**config.mk**
```make
export PLATFORM = sky130hd
export DESIGN_NAME = seven_segment_scan_driver
export DESIGN_NICKNAME = d
export VERILOG_FILES = /design/src/sv/ssd_pkg.sv /design/src/sv/seven_segment_scan_driver.sv /design/src/sv/ssd_split.sv /design/src/sv/ssd_scan.sv
export SDC_FILE = /design/constraint.sdc
export NUM_CORES = 1
export LEC_CHECK = 0
export BUFFER_PORTS_ARGS = -buffer_cell sky130_fd_sc_hd__buf_2
export CORE_UTILIZATION = 40
export DETAILED_ROUTE_END_ITERATION = 10
export PLACE_DENSITY_LB_ADDON = 0.2
export SETUP_SLACK_MARGIN = 0.5
export SLEW_MARGIN = 20
export SYNTH_ARGS = -nofsm -noshare
export SYNTH_HDL_FRONTEND = slang
export SYNTH_HIERARCHICAL = 1
export SYNTH_SLANG_ARGS = --single-unit
```
**constraint.sdc**
```tcl
create_clock -name clk -period 6.9 [get_ports clk]
set_input_delay 0.345 -clock clk [delete_from_list [all_inputs] [get_ports clk]]
set_output_delay 0.345 -clock clk [all_outputs]
set_load 0.1 [all_outputs]
```
**src/sv/ssd_pkg.sv**
```systemverilog
`timescale 1ns / 1ps
// shared types, constants and helper functions of the seven-segment scan driver
package ssd_pkg;

  localparam int unsigned MAX_SCAN = 4;

  localparam logic REQ_NUMBER = 1'b0;
  localparam logic REQ_LETTER = 1'b1;

  localparam logic [13:0] NUM_LIMIT    = 14'd9999;
  localparam logic [13:0] LETTER_LIMIT = 14'd999;
  localparam logic [7:0]  BLANK        = 8'hFF;
  localparam logic [7:0]  DP_LIT_MASK  = 8'h7F;
  localparam logic [4:0]  GLYPH_COUNT  = 5'd18;
  localparam logic [23:0] DWELL_RESET  = 24'd50000;

  localparam logic [7:0] GLYPH_TABLE [18] = '{
    8'hC0, 8'hF9, 8'hA4, 8'hB0, 8'h99, 8'h92, 8'h82, 8'hF8, 8'h80, 8'h90,
    8'hFF, 8'h88, 8'h83, 8'hC6, 8'hA1, 8'h86, 8'h8E, 8'h0C
  };

  typedef struct packed {
    logic        req_type;
    logic [13:0] value;
    logic [4:0]  letter_index;
  } req_word_t;

  typedef struct packed {
    logic [3:0]  anodes;
    logic [7:0]  segments;
    logic [23:0] hold_ticks;
    logic [1:0]  digit_position;
    logic        last;
  } scan_word_t;

  typedef logic [MAX_SCAN-1:0][7:0] pat_word_t;

  // count of multiples of unit not above v, v below ten units
  function automatic logic [3:0] dec_digit(input logic [13:0] v, input logic [13:0] unit);
    logic [3:0] d;
    d = '0;
    for (int k = 1; k <= 9; k++) begin
      if (v >= 14'(k) * unit) begin
        d = d + 4'd1;
      end
    end
    return d;
  endfunction

  function automatic logic [7:0] glyph(input logic [4:0] idx);
    logic [7:0] g;
    if (idx < GLYPH_COUNT) begin
      g = GLYPH_TABLE[idx];
    end else begin
      g = BLANK;
    end
    return g;
  endfunction

endpackage

```
**src/sv/seven_segment_scan_driver.sv**
```systemverilog
`timescale 1ns / 1ps
// top level of the seven-segment scan driver
// Each request word yields 2*min(DIGIT_COUNT,4) scan words (eight for four digits):
// per digit, rightmost first, a lit word holding dwell_count ticks and then a
// blanking word with hold 0; last marks the final blanking word. A request passes a
// five-stage pipeline (saturate, thousands, hundreds, tens/units, glyph lookup) and then
// the scan sequencer, which emits one word per cycle while scan_stall is low. Requests
// are taken while earlier ones are still in flight. dwell_count resets to 50000.
module seven_segment_scan_driver #(
  parameter int unsigned DIGIT_COUNT = 4
) (
  input  logic                clk,
  input  logic                rst,
  input  logic                dwell_we,
  input  logic [23:0]         dwell_wdata,
  input  logic                req_valid,
  output logic                req_stall,
  input  ssd_pkg::req_word_t  req,
  output logic                scan_valid,
  input  logic                scan_stall,
  output ssd_pkg::scan_word_t scan
);

  localparam int unsigned SCAN_LEN = (DIGIT_COUNT > ssd_pkg::MAX_SCAN) ? ssd_pkg::MAX_SCAN :
                                     (DIGIT_COUNT < 1) ? 1 : DIGIT_COUNT;

  logic [23:0]        dwell_count;
  logic               pat_valid;
  logic               pat_stall;
  ssd_pkg::pat_word_t pat;

  always_ff @(posedge clk) begin
    if (rst) begin
      dwell_count <= ssd_pkg::DWELL_RESET;
    end else if (dwell_we) begin
      dwell_count <= dwell_wdata;
    end
  end

  ssd_split u_split (
    .clk       (clk),
    .rst       (rst),
    .req_valid (req_valid),
    .req_stall (req_stall),
    .req       (req),
    .pat_valid (pat_valid),
    .pat_stall (pat_stall),
    .pat       (pat)
  );

  ssd_scan #(
    .SCAN_LEN (SCAN_LEN)
  ) u_scan (
    .clk         (clk),
    .rst         (rst),
    .dwell_count (dwell_count),
    .pat_valid   (pat_valid),
    .pat_stall   (pat_stall),
    .pat         (pat),
    .scan_valid  (scan_valid),
    .scan_stall  (scan_stall),
    .scan        (scan)
  );

`ifndef ASSERT_OFF
  a_last_blank: assert property (@(posedge clk) disable iff (rst)
    scan_valid && scan.last |-> scan.segments == ssd_pkg::BLANK && scan.hold_ticks == 24'd0)
    else $error("last word not a blanking word");

  a_one_anode: assert property (@(posedge clk) disable iff (rst)
    scan_valid |-> $countones(~scan.anodes) == 1)
    else $error("anode enable not one-cold");

  a_scan_continues: assert property (@(posedge clk) disable iff (rst)
    scan_valid && !scan_stall && !scan.last |=> scan_valid)
    else $error("scan broken before last word");
`endif

endmodule

```
**src/sv/ssd_split.sv**
```systemverilog
`timescale 1ns / 1ps
// five-stage pipeline: saturation, decimal digit split and glyph lookup
module ssd_split (
  input  logic               clk,
  input  logic               rst,
  input  logic               req_valid,
  output logic               req_stall,
  input  ssd_pkg::req_word_t req,
  output logic               pat_valid,
  input  logic               pat_stall,
  output ssd_pkg::pat_word_t pat
);

  logic v1, v2, v3, v4, v5;
  logic en1, en2, en3, en4, en5;

  logic        t1, t2, t3, t4;
  logic [4:0]  l1, l2, l3, l4;
  logic [13:0] n1;
  logic [9:0]  r2;
  logic [6:0]  r3;
  logic [3:0]  d3_2, d3_3, d3_4, d2_3, d2_4, d1_4, d0_4;
  ssd_pkg::pat_word_t p5;

  logic [13:0] sat_next;
  logic [3:0]  d3_next, d2_next, d1_next;
  logic [3:0]  d0_next;
  logic [9:0]  r2_next;
  logic [6:0]  r3_next;
  ssd_pkg::pat_word_t p5_next;

  assign en5 = !v5 || !pat_stall;
  assign en4 = !v4 || en5;
  assign en3 = !v3 || en4;
  assign en2 = !v2 || en3;
  assign en1 = !v1 || en2;
  assign req_stall = !en1;
  assign pat_valid = v5;
  assign pat       = p5;

  always_comb begin
    if (req.req_type == ssd_pkg::REQ_LETTER) begin
      sat_next = (req.value > ssd_pkg::LETTER_LIMIT) ? ssd_pkg::LETTER_LIMIT : req.value;
    end else begin
      sat_next = (req.value > ssd_pkg::NUM_LIMIT) ? ssd_pkg::NUM_LIMIT : req.value;
    end
  end

  always_comb begin
    d3_next = ssd_pkg::dec_digit(n1, 14'd1000);
    r2_next = 10'(n1 - 14'(d3_next) * 14'd1000);
    d2_next = ssd_pkg::dec_digit(14'(r2), 14'd100);
    r3_next = 7'(14'(r2) - 14'(d2_next) * 14'd100);
    d1_next = ssd_pkg::dec_digit(14'(r3), 14'd10);
    d0_next = 4'(r3 - 7'(d1_next) * 7'd10);
  end

  always_comb begin
    p5_next[0] = ssd_pkg::glyph(5'(d0_4));
    p5_next[1] = ssd_pkg::glyph(5'(d1_4));
    p5_next[2] = ssd_pkg::glyph(5'(d2_4));
    if (t4 == ssd_pkg::REQ_LETTER) begin
      p5_next[3] = ssd_pkg::glyph(l4) & ssd_pkg::DP_LIT_MASK;
    end else begin
      p5_next[3] = ssd_pkg::glyph(5'(d3_4));
    end
  end

  always_ff @(posedge clk) begin
    if (rst) begin
      v1 <= 1'b0;
      v2 <= 1'b0;
      v3 <= 1'b0;
      v4 <= 1'b0;
      v5 <= 1'b0;
    end else begin
      if (en1) v1 <= req_valid;
      if (en2) v2 <= v1;
      if (en3) v3 <= v2;
      if (en4) v4 <= v3;
      if (en5) v5 <= v4;
    end
  end

  always_ff @(posedge clk) begin
    if (en1) begin
      t1 <= req.req_type;
      l1 <= req.letter_index;
      n1 <= sat_next;
    end
    if (en2) begin
      t2   <= t1;
      l2   <= l1;
      d3_2 <= d3_next;
      r2   <= r2_next;
    end
    if (en3) begin
      t3   <= t2;
      l3   <= l2;
      d3_3 <= d3_2;
      d2_3 <= d2_next;
      r3   <= r3_next;
    end
    if (en4) begin
      t4   <= t3;
      l4   <= l3;
      d3_4 <= d3_3;
      d2_4 <= d2_3;
      d1_4 <= d1_next;
      d0_4 <= d0_next;
    end
    if (en5) begin
      p5 <= p5_next;
    end
  end

endmodule

```
**src/sv/ssd_scan.sv**
```systemverilog
`timescale 1ns / 1ps
// scan sequencer: one lit and one blanking word per digit, rightmost first
module ssd_scan #(
  parameter int unsigned SCAN_LEN = 4
) (
  input  logic               clk,
  input  logic               rst,
  input  logic [23:0]        dwell_count,
  input  logic               pat_valid,
  output logic               pat_stall,
  input  ssd_pkg::pat_word_t pat,
  output logic               scan_valid,
  input  logic               scan_stall,
  output ssd_pkg::scan_word_t scan
);

  localparam int unsigned STEP_W = (2 * SCAN_LEN > 1) ? $clog2(2 * SCAN_LEN) : 1;
  localparam logic [STEP_W-1:0] LAST_STEP = STEP_W'(2 * SCAN_LEN - 1);

  logic               item_valid;
  ssd_pkg::pat_word_t item_pat;
  logic [STEP_W-1:0]  step;
  logic               out_valid;
  ssd_pkg::scan_word_t out_word;
  ssd_pkg::scan_word_t word_next;

  logic       out_load;
  logic       adv;
  logic       last_step;
  logic       take;
  logic [1:0] pos;

  assign out_load  = !out_valid || !scan_stall;
  assign adv       = out_load && item_valid;
  assign last_step = (step == LAST_STEP);
  assign take      = !item_valid || (adv && last_step);
  assign pat_stall = !take;
  assign pos       = 2'(step >> 1);

  always_comb begin
    word_next.anodes         = ~(4'b0001 << pos);
    word_next.digit_position = pos;
    if (!step[0]) begin
      word_next.segments   = item_pat[pos];
      word_next.hold_ticks = dwell_count;
      word_next.last       = 1'b0;
    end else begin
      word_next.segments   = ssd_pkg::BLANK;
      word_next.hold_ticks = '0;
      word_next.last       = last_step;
    end
  end

  always_ff @(posedge clk) begin
    if (rst) begin
      item_valid <= 1'b0;
      step       <= '0;
      out_valid  <= 1'b0;
    end else begin
      if (out_load) out_valid <= item_valid;
      if (adv) begin
        step <= last_step ? '0 : step + STEP_W'(1);
      end
      if (take) item_valid <= pat_valid;
    end
  end

  always_ff @(posedge clk) begin
    if (adv) out_word <= word_next;
    if (take && pat_valid) item_pat <= pat;
  end

  assign scan_valid = out_valid;
  assign scan       = out_word;

endmodule
```
* Yosys cells after proc, flatten, opt, wreduce, memory -nomap -nowiden
Memories as Yosys holds them, arrays and structs flattened. A register that Yosys moved wholly into a read port is not among the register bits.
Cells that the tools add are included.
** Word-level totals
- Flip-flop bits (word level) :: 196
- Memory bits (read-only) :: 1280
- Output and inout bits :: 41
- Memories kept :: 5
** Operators by class
- Add/sub/neg operators :: 28
- Multiply operators :: 3
- Order comparisons :: 37
- Eq/ne operators :: 1
- Shift operators :: 1
- Mux-type cells :: 40
- Bitwise gates (word level) :: 6
- Reduce and logical (&&, ||, !) cells :: 22
** Memories
- (name not given) :: depth 32, width 8, read ports 1, clocked after Yosys merged registers in 1, write ports 0, RTL line ssd_pkg.sv:53 : g = GLYPH_TABLE[idx];
- (name not given) :: depth 32, width 8, read ports 1, clocked after Yosys merged registers in 1, write ports 0, RTL line ssd_pkg.sv:53
- (name not given) :: depth 32, width 8, read ports 1, clocked after Yosys merged registers in 1, write ports 0, RTL line ssd_pkg.sv:53
- (name not given) :: depth 32, width 8, read ports 1, clocked after Yosys merged registers in 0, write ports 0, RTL line ssd_pkg.sv:53
- (name not given) :: depth 32, width 8, read ports 1, clocked after Yosys merged registers in 0, write ports 0, RTL line ssd_pkg.sv:53
** Operators by type and width (number)
- 2-to-1 mux 4 bit :: 24
- adder 4 x 1 -> 4 bit, second input constant :: 21
- >= comparator 14 x 13 -> 1 bit, second input constant :: 4
- 2-to-1 mux 14 bit :: 3
- >= comparator 10 bit, second input constant :: 4
- 2-to-1 mux 8 bit :: 4
- >= comparator 10 x 9 -> 1 bit, second input constant :: 3
- >= comparator 14 x 12 -> 1 bit, second input constant :: 2
- 2-to-1 mux 7 bit :: 4
- inverter 4 -> 6 bit :: 4
- >= comparator 7 x 6 -> 1 bit, second input constant :: 3
- >= comparator 7 bit, second input constant :: 3
- less-than comparator 4 x 5 -> 1 bit, second input constant :: 4
- binary-select mux 8 bit (select 2 bit) :: 1
- >= comparator 14 x 10 -> 1 bit, second input constant :: 1
- >= comparator 14 x 11 -> 1 bit, second input constant :: 1
- >= comparator 14 bit, second input constant :: 1
- >= comparator 7 x 5 -> 1 bit, second input constant :: 2
- greater-than comparator 14 x 10 -> 1 bit, second input constant :: 1
- greater-than comparator 14 bit, second input constant :: 1
- >= comparator 6 bit, second input constant :: 2
- logical NOT 1 bit :: 12
- >= comparator 10 x 7 -> 1 bit, second input constant :: 1
- >= comparator 10 x 8 -> 1 bit, second input constant :: 1
- other kinds (19) :: 31

* Longest topological paths before layout
- Depth after elaboration :: 20
- Depth in mapped cells :: 32
- Gate-level depth less buffers :: 31

* By module
Netlist, hierarchy kept.
** By module, submodules not included
- ssd_split :: times used 1, cells each 717, area an instance 8030.2 um^2, seq. area each 3463.3 um^2
- ssd_scan :: times used 1, cells each 158, area an instance 2851.5 um^2, seq. area each 2232.1 um^2
- seven_segment_scan_driver :: times used 1, cells each 77, area an instance 875.8 um^2, seq. area each 480.5 um^2

* Least setup slack after synthesis
No wires, ideal clock.
- Path kind :: register -> register
- Start point :: register u_split.n1[13]
- End point :: register u_split.r2[9], data pin
- Setup time :: 266 ps
- Data arrival time :: 6471 ps
- Slack :: 163 ps
- Stages on the path, launching flop included :: 33
- Path buffers :: 2
- Period minus slack after synthesis :: 6737 ps
- Path through :: edfxtp_1 -> buf_2 -> or2_2 -> a311oi_1 -> ha_1 -> clkbuf_1 -> xor2_1 -> ha_1 -> nand2_1 -> nand2_1 -> xor2_1 -> a21oi_1 -> ha_1 -> o22a_2 -> nand2_1 -> xnor2_1 -> o22ai_1 -> nor2_1 -> ha_1 -> nand2_1 -> xnor2_1 -> xnor2_1 -> xnor2_1 -> inv_1 -> fa_1 -> fa_1 -> inv_1 -> ha_1 -> xor2_1 -> ha_1 -> a21oi_1 -> xnor2_1 -> xnor2_1
** Between the ends
- Cells in the longest elaborated chain, start to end :: 20
** RTL lines
- from (decl) :: RTL line ssd_split.sv:19 : logic [13:0] n1;
- from (signal assigned) :: RTL line ssd_split.sv:89 : n1 <= sat_next;
- >= comparator 14 x 10 -> 1 bit :: RTL line ssd_pkg.sv:43 : if (v >= 14'(k) * unit) begin
- 2-to-1 mux 1 bit :: RTL line ssd_pkg.sv:43
- adder 1 x 1 -> 2 bit :: RTL line ssd_pkg.sv:44 : d = d + 4'd1;
- 2-to-1 mux 4 bit :: RTL line ssd_pkg.sv:43
- adder 4 x 1 -> 4 bit :: RTL line ssd_pkg.sv:44
- 2-to-1 mux 4 bit :: RTL line ssd_pkg.sv:43
- adder 4 x 1 -> 4 bit :: RTL line ssd_pkg.sv:44
- 2-to-1 mux 4 bit :: RTL line ssd_pkg.sv:43
- [... 6 more ...]
- adder 4 x 1 -> 4 bit :: RTL line ssd_pkg.sv:44
- 2-to-1 mux 4 bit :: RTL line ssd_pkg.sv:43
- adder 4 x 1 -> 4 bit :: RTL line ssd_pkg.sv:44
- 2-to-1 mux 4 bit * :: RTL line ssd_pkg.sv:43
- net u_split.d3_next[2] :: RTL line ssd_split.sv:26 : logic [3:0] d3_next, d2_next, d1_next;
- multiplier 4 x 7 -> 7 bit * :: RTL line ssd_split.sv:51 : r2_next = 10'(n1 - 14'(d3_next) * 14'd1000);
- subtractor 10 bit * :: RTL line ssd_split.sv:51
- net u_split.r2_next[9] :: RTL line ssd_split.sv:28 : logic [9:0] r2_next;
- to (signal assigned) :: RTL line ssd_split.sv:95 : r2 <= r2_next;
- to (decl) :: RTL line ssd_split.sv:20 : logic [9:0] r2;
The timed path passes the listed nets; every way through them passes the cells marked *.
A chain may end at the register's enable or synchronous reset.

* Final worst setup path
- Start point :: register u_split.n1[12]
- End point :: register u_split.r2[9], data pin
Same word-level chain as after synthesis.

==> flow_summary.ini <==
[critical_path]
r2r-start = u_split/n1[12]
slowest_delay_ns = 0.51
crit_path_end_kind = register
crit_slowest_cell = fa_1
arrival_ns = 6.65
cp-start-kind = register
startpoint = u_split/n1[12]
required_ns = 7.13
crit_fanout = 6
crit_type = register to register

[routing]
drt-total-wl_mm = 20.6
vias_per_cell = 4.93
drc = 0
drt-initial-drc-count = 331
drtAntennaViolNets = 0
num_vias = 7302
dr.pass1.iters = 4
post_drt_wl_per_cell_um = 13.9

[clock_tree]
cts.sinks = 217
root_buffer = clkbuf_16
cts-buffers-inserted = 24
postCtsHoldBufs = 0
cts_tree = yes
insertion_delay_ns = 0.51
clk_pin_slew_ns = 0.06
cts_htree_levels = 1
clk_path_buf_depth = 3

[yosys]
yosysWarnings = 6
async_flop_share_pct = 0
synthFlopType = edfxtp_1
synthCells = 952
syn_area_um2 = 11800
yosysUniqueCellTypes = 95
ys_seq_area_share_pct = 52.5
avgSynthCellArea_um2 = 12.4
ys_ff_latch = 217
synth_edf_count = 183

[hold_path]
hold_class = input port to register
holdCritStartpoint = req[3]

[global_routing]
grt_max_degree = 38
grt_usage_pct = 13.6
antenna_found_initial = 0
grt_pass1_wl_mm = 34.1
grt_pass1_vias = 7056
grt-ovfl-total = 0

[cells_and_area]
fin_util_pct = 49.0
syn2layout_area_growth_pct = 19.8
layout_common_cells = 183 x edfxtp_1, 89 x buf_2, 63 x inv_1
fin_nets = 1209
diodes = 0
drive_gt1_share_pct = 25.9
final_common_cell = edfxtp_1
layout.cells.non_filler = 1482

[sta]
finClkSkew_ns = 0.0173
setup_viol = 0
fin_tns_setup_ns = 0
slew_viol_final = 0
hold_viol = 0
maxSlewHeadroom_pct = 40.6
fin_crit_sh_pct = 93.0
finalCriticalPeriod_ns = 6.42
grt_setup_unrepaired = true
tightest_slew_ns = 0.889
max_freq_mhz = 156

[outcome]
status = completed

[run]
cap_violations = 0

[floorplanning]
core_region_area_um2 = 28800
die_area_um2 = 30100
initial_core_util_pct = 40.9
num_rows = 62
die_w_um = 173
io_pins = 90
die_y_um = 173

[placed_design]
place.gp.congestion = 0.824
place_inst = 1402
dp_hpwl_mm = 14.1
port_buffers = 89
## metal layers
metal	global-route usage, %	vias up	routed length [um]
li1	-	3715	-
met1	17.2	3419	9200
met2	24.0	142	10200
met3	2.13	26	784
met4	3.61	0	387
met5	0	-	0
## area by class of cell
type,count,area (um^2)
fillers,2558,14700
clock inverters,18,262
inverters,68,258
flip-flops and latches,217,6180
multi-input cells,627,5450
repair buffers,142,855
clock buffers,26,608
well taps,384,480
## critical path, delay by kind of cell, from the launching register on
kind                       cells  cell delay (ns)
DFF                            1             0.40
xor gates and xnor gates       9             1.40
adders and majority gates      8             2.48
AOI/OAI and AO/OA              5             0.85
buffers and inverters          3             0.30
and+or+nand+nor                6             0.69
## registers in the layout (all words and copies together), names as in the netlist, 3 cells and up
| name | flops |
|---|---|
| u_split/d3_3 | 4 |
| u_split/l2 | 5 |
| u_split/d2_3 | 4 |
| u_split/d3_2 | 4 |
| u_split/d1_4 | 4 |
| u_split/l4 | 5 |
| u_split/l3 | 5 |
| u_scan/item_pat | 32 |
| u_split/d2_4 | 4 |
| u_split/n1 | 14 |
| u_split/r2 | 10 |
| u_split/d0_4 | 4 |
| u_split/r3 | 7 |
| u_split/l1 | 5 |
| u_split/pat | 29 |
| u_scan/step | 3 |
| dwell_count | 24 |
| u_split/d3_4 | 4 |
| u_scan/scan | 39 |
## synth_stat cells (10+ instances only)
library cell / n / area share [%]
a21o_1: 10 / 0.64
a21oi_1: 41 / 1.7
buf_2: 13 / 0.55
clkbuf_1: 15 / 0.48
dfxtp_1: 34 / 5.8
edfxtp_1: 183 / 47
ha_1: 73 / 7.8
inv_1: 65 / 2.1
mux2i_1: 47 / 4.0
nand2_1: 41 / 1.3
nand2b_1: 17 / 0.90
nand3_1: 14 / 0.60
nand4_1: 11 / 0.59
nor2_1: 60 / 1.9
nor2b_1: 37 / 2.0
nor3_1: 11 / 0.47
o21ai_0: 28 / 1.2
xnor2_1: 42 / 3.1
xor2_1: 17 / 1.3
## what timing repair did
action	CTS	global route
setup buffers	31	5
setup endpoints to repair	3	4
resized for setup	25	33
pin swaps	29	33
cloned	0	0
hold endpoints to repair	0	0
## cell families after synthesis
family	share of synthesized area, %
buffers and inverters	4.30
multiplexers	6.68
adder cells (fa/ha/maj)	8.96
flip-flops	52.5
other	0.0319
XOR/XNOR	6.46
AO/OA/AOI/OAI	11.4
AND/OR/NAND/NOR	9.65
## worst paths after layout
kind	cells after the start	endpoint	slack, ns
max reg2reg	31	u_split/r2[9]	0.48
min	1	u_split/l1[3]	0.03
max	31	u_split/r2[9]	0.48
min reg2reg	0	u_scan/item_pat[22]	0.41
## metrics by stage
stage	hold WS [ns]	setup WS (ns)	cell area, um^2
floorplan	0.400	0.503	11800
global placement	0.402	0.202	12600
detailed placement	0.405	0.151	12600
CTS	0.00184	0.467	13800
global route	0.00103	0.180	14100
finish	0.0273	0.482	14100
Power is left out: the tool's default activity adds up to more than one toggle a clock period on the data nets, which glitch-free logic cannot reach.
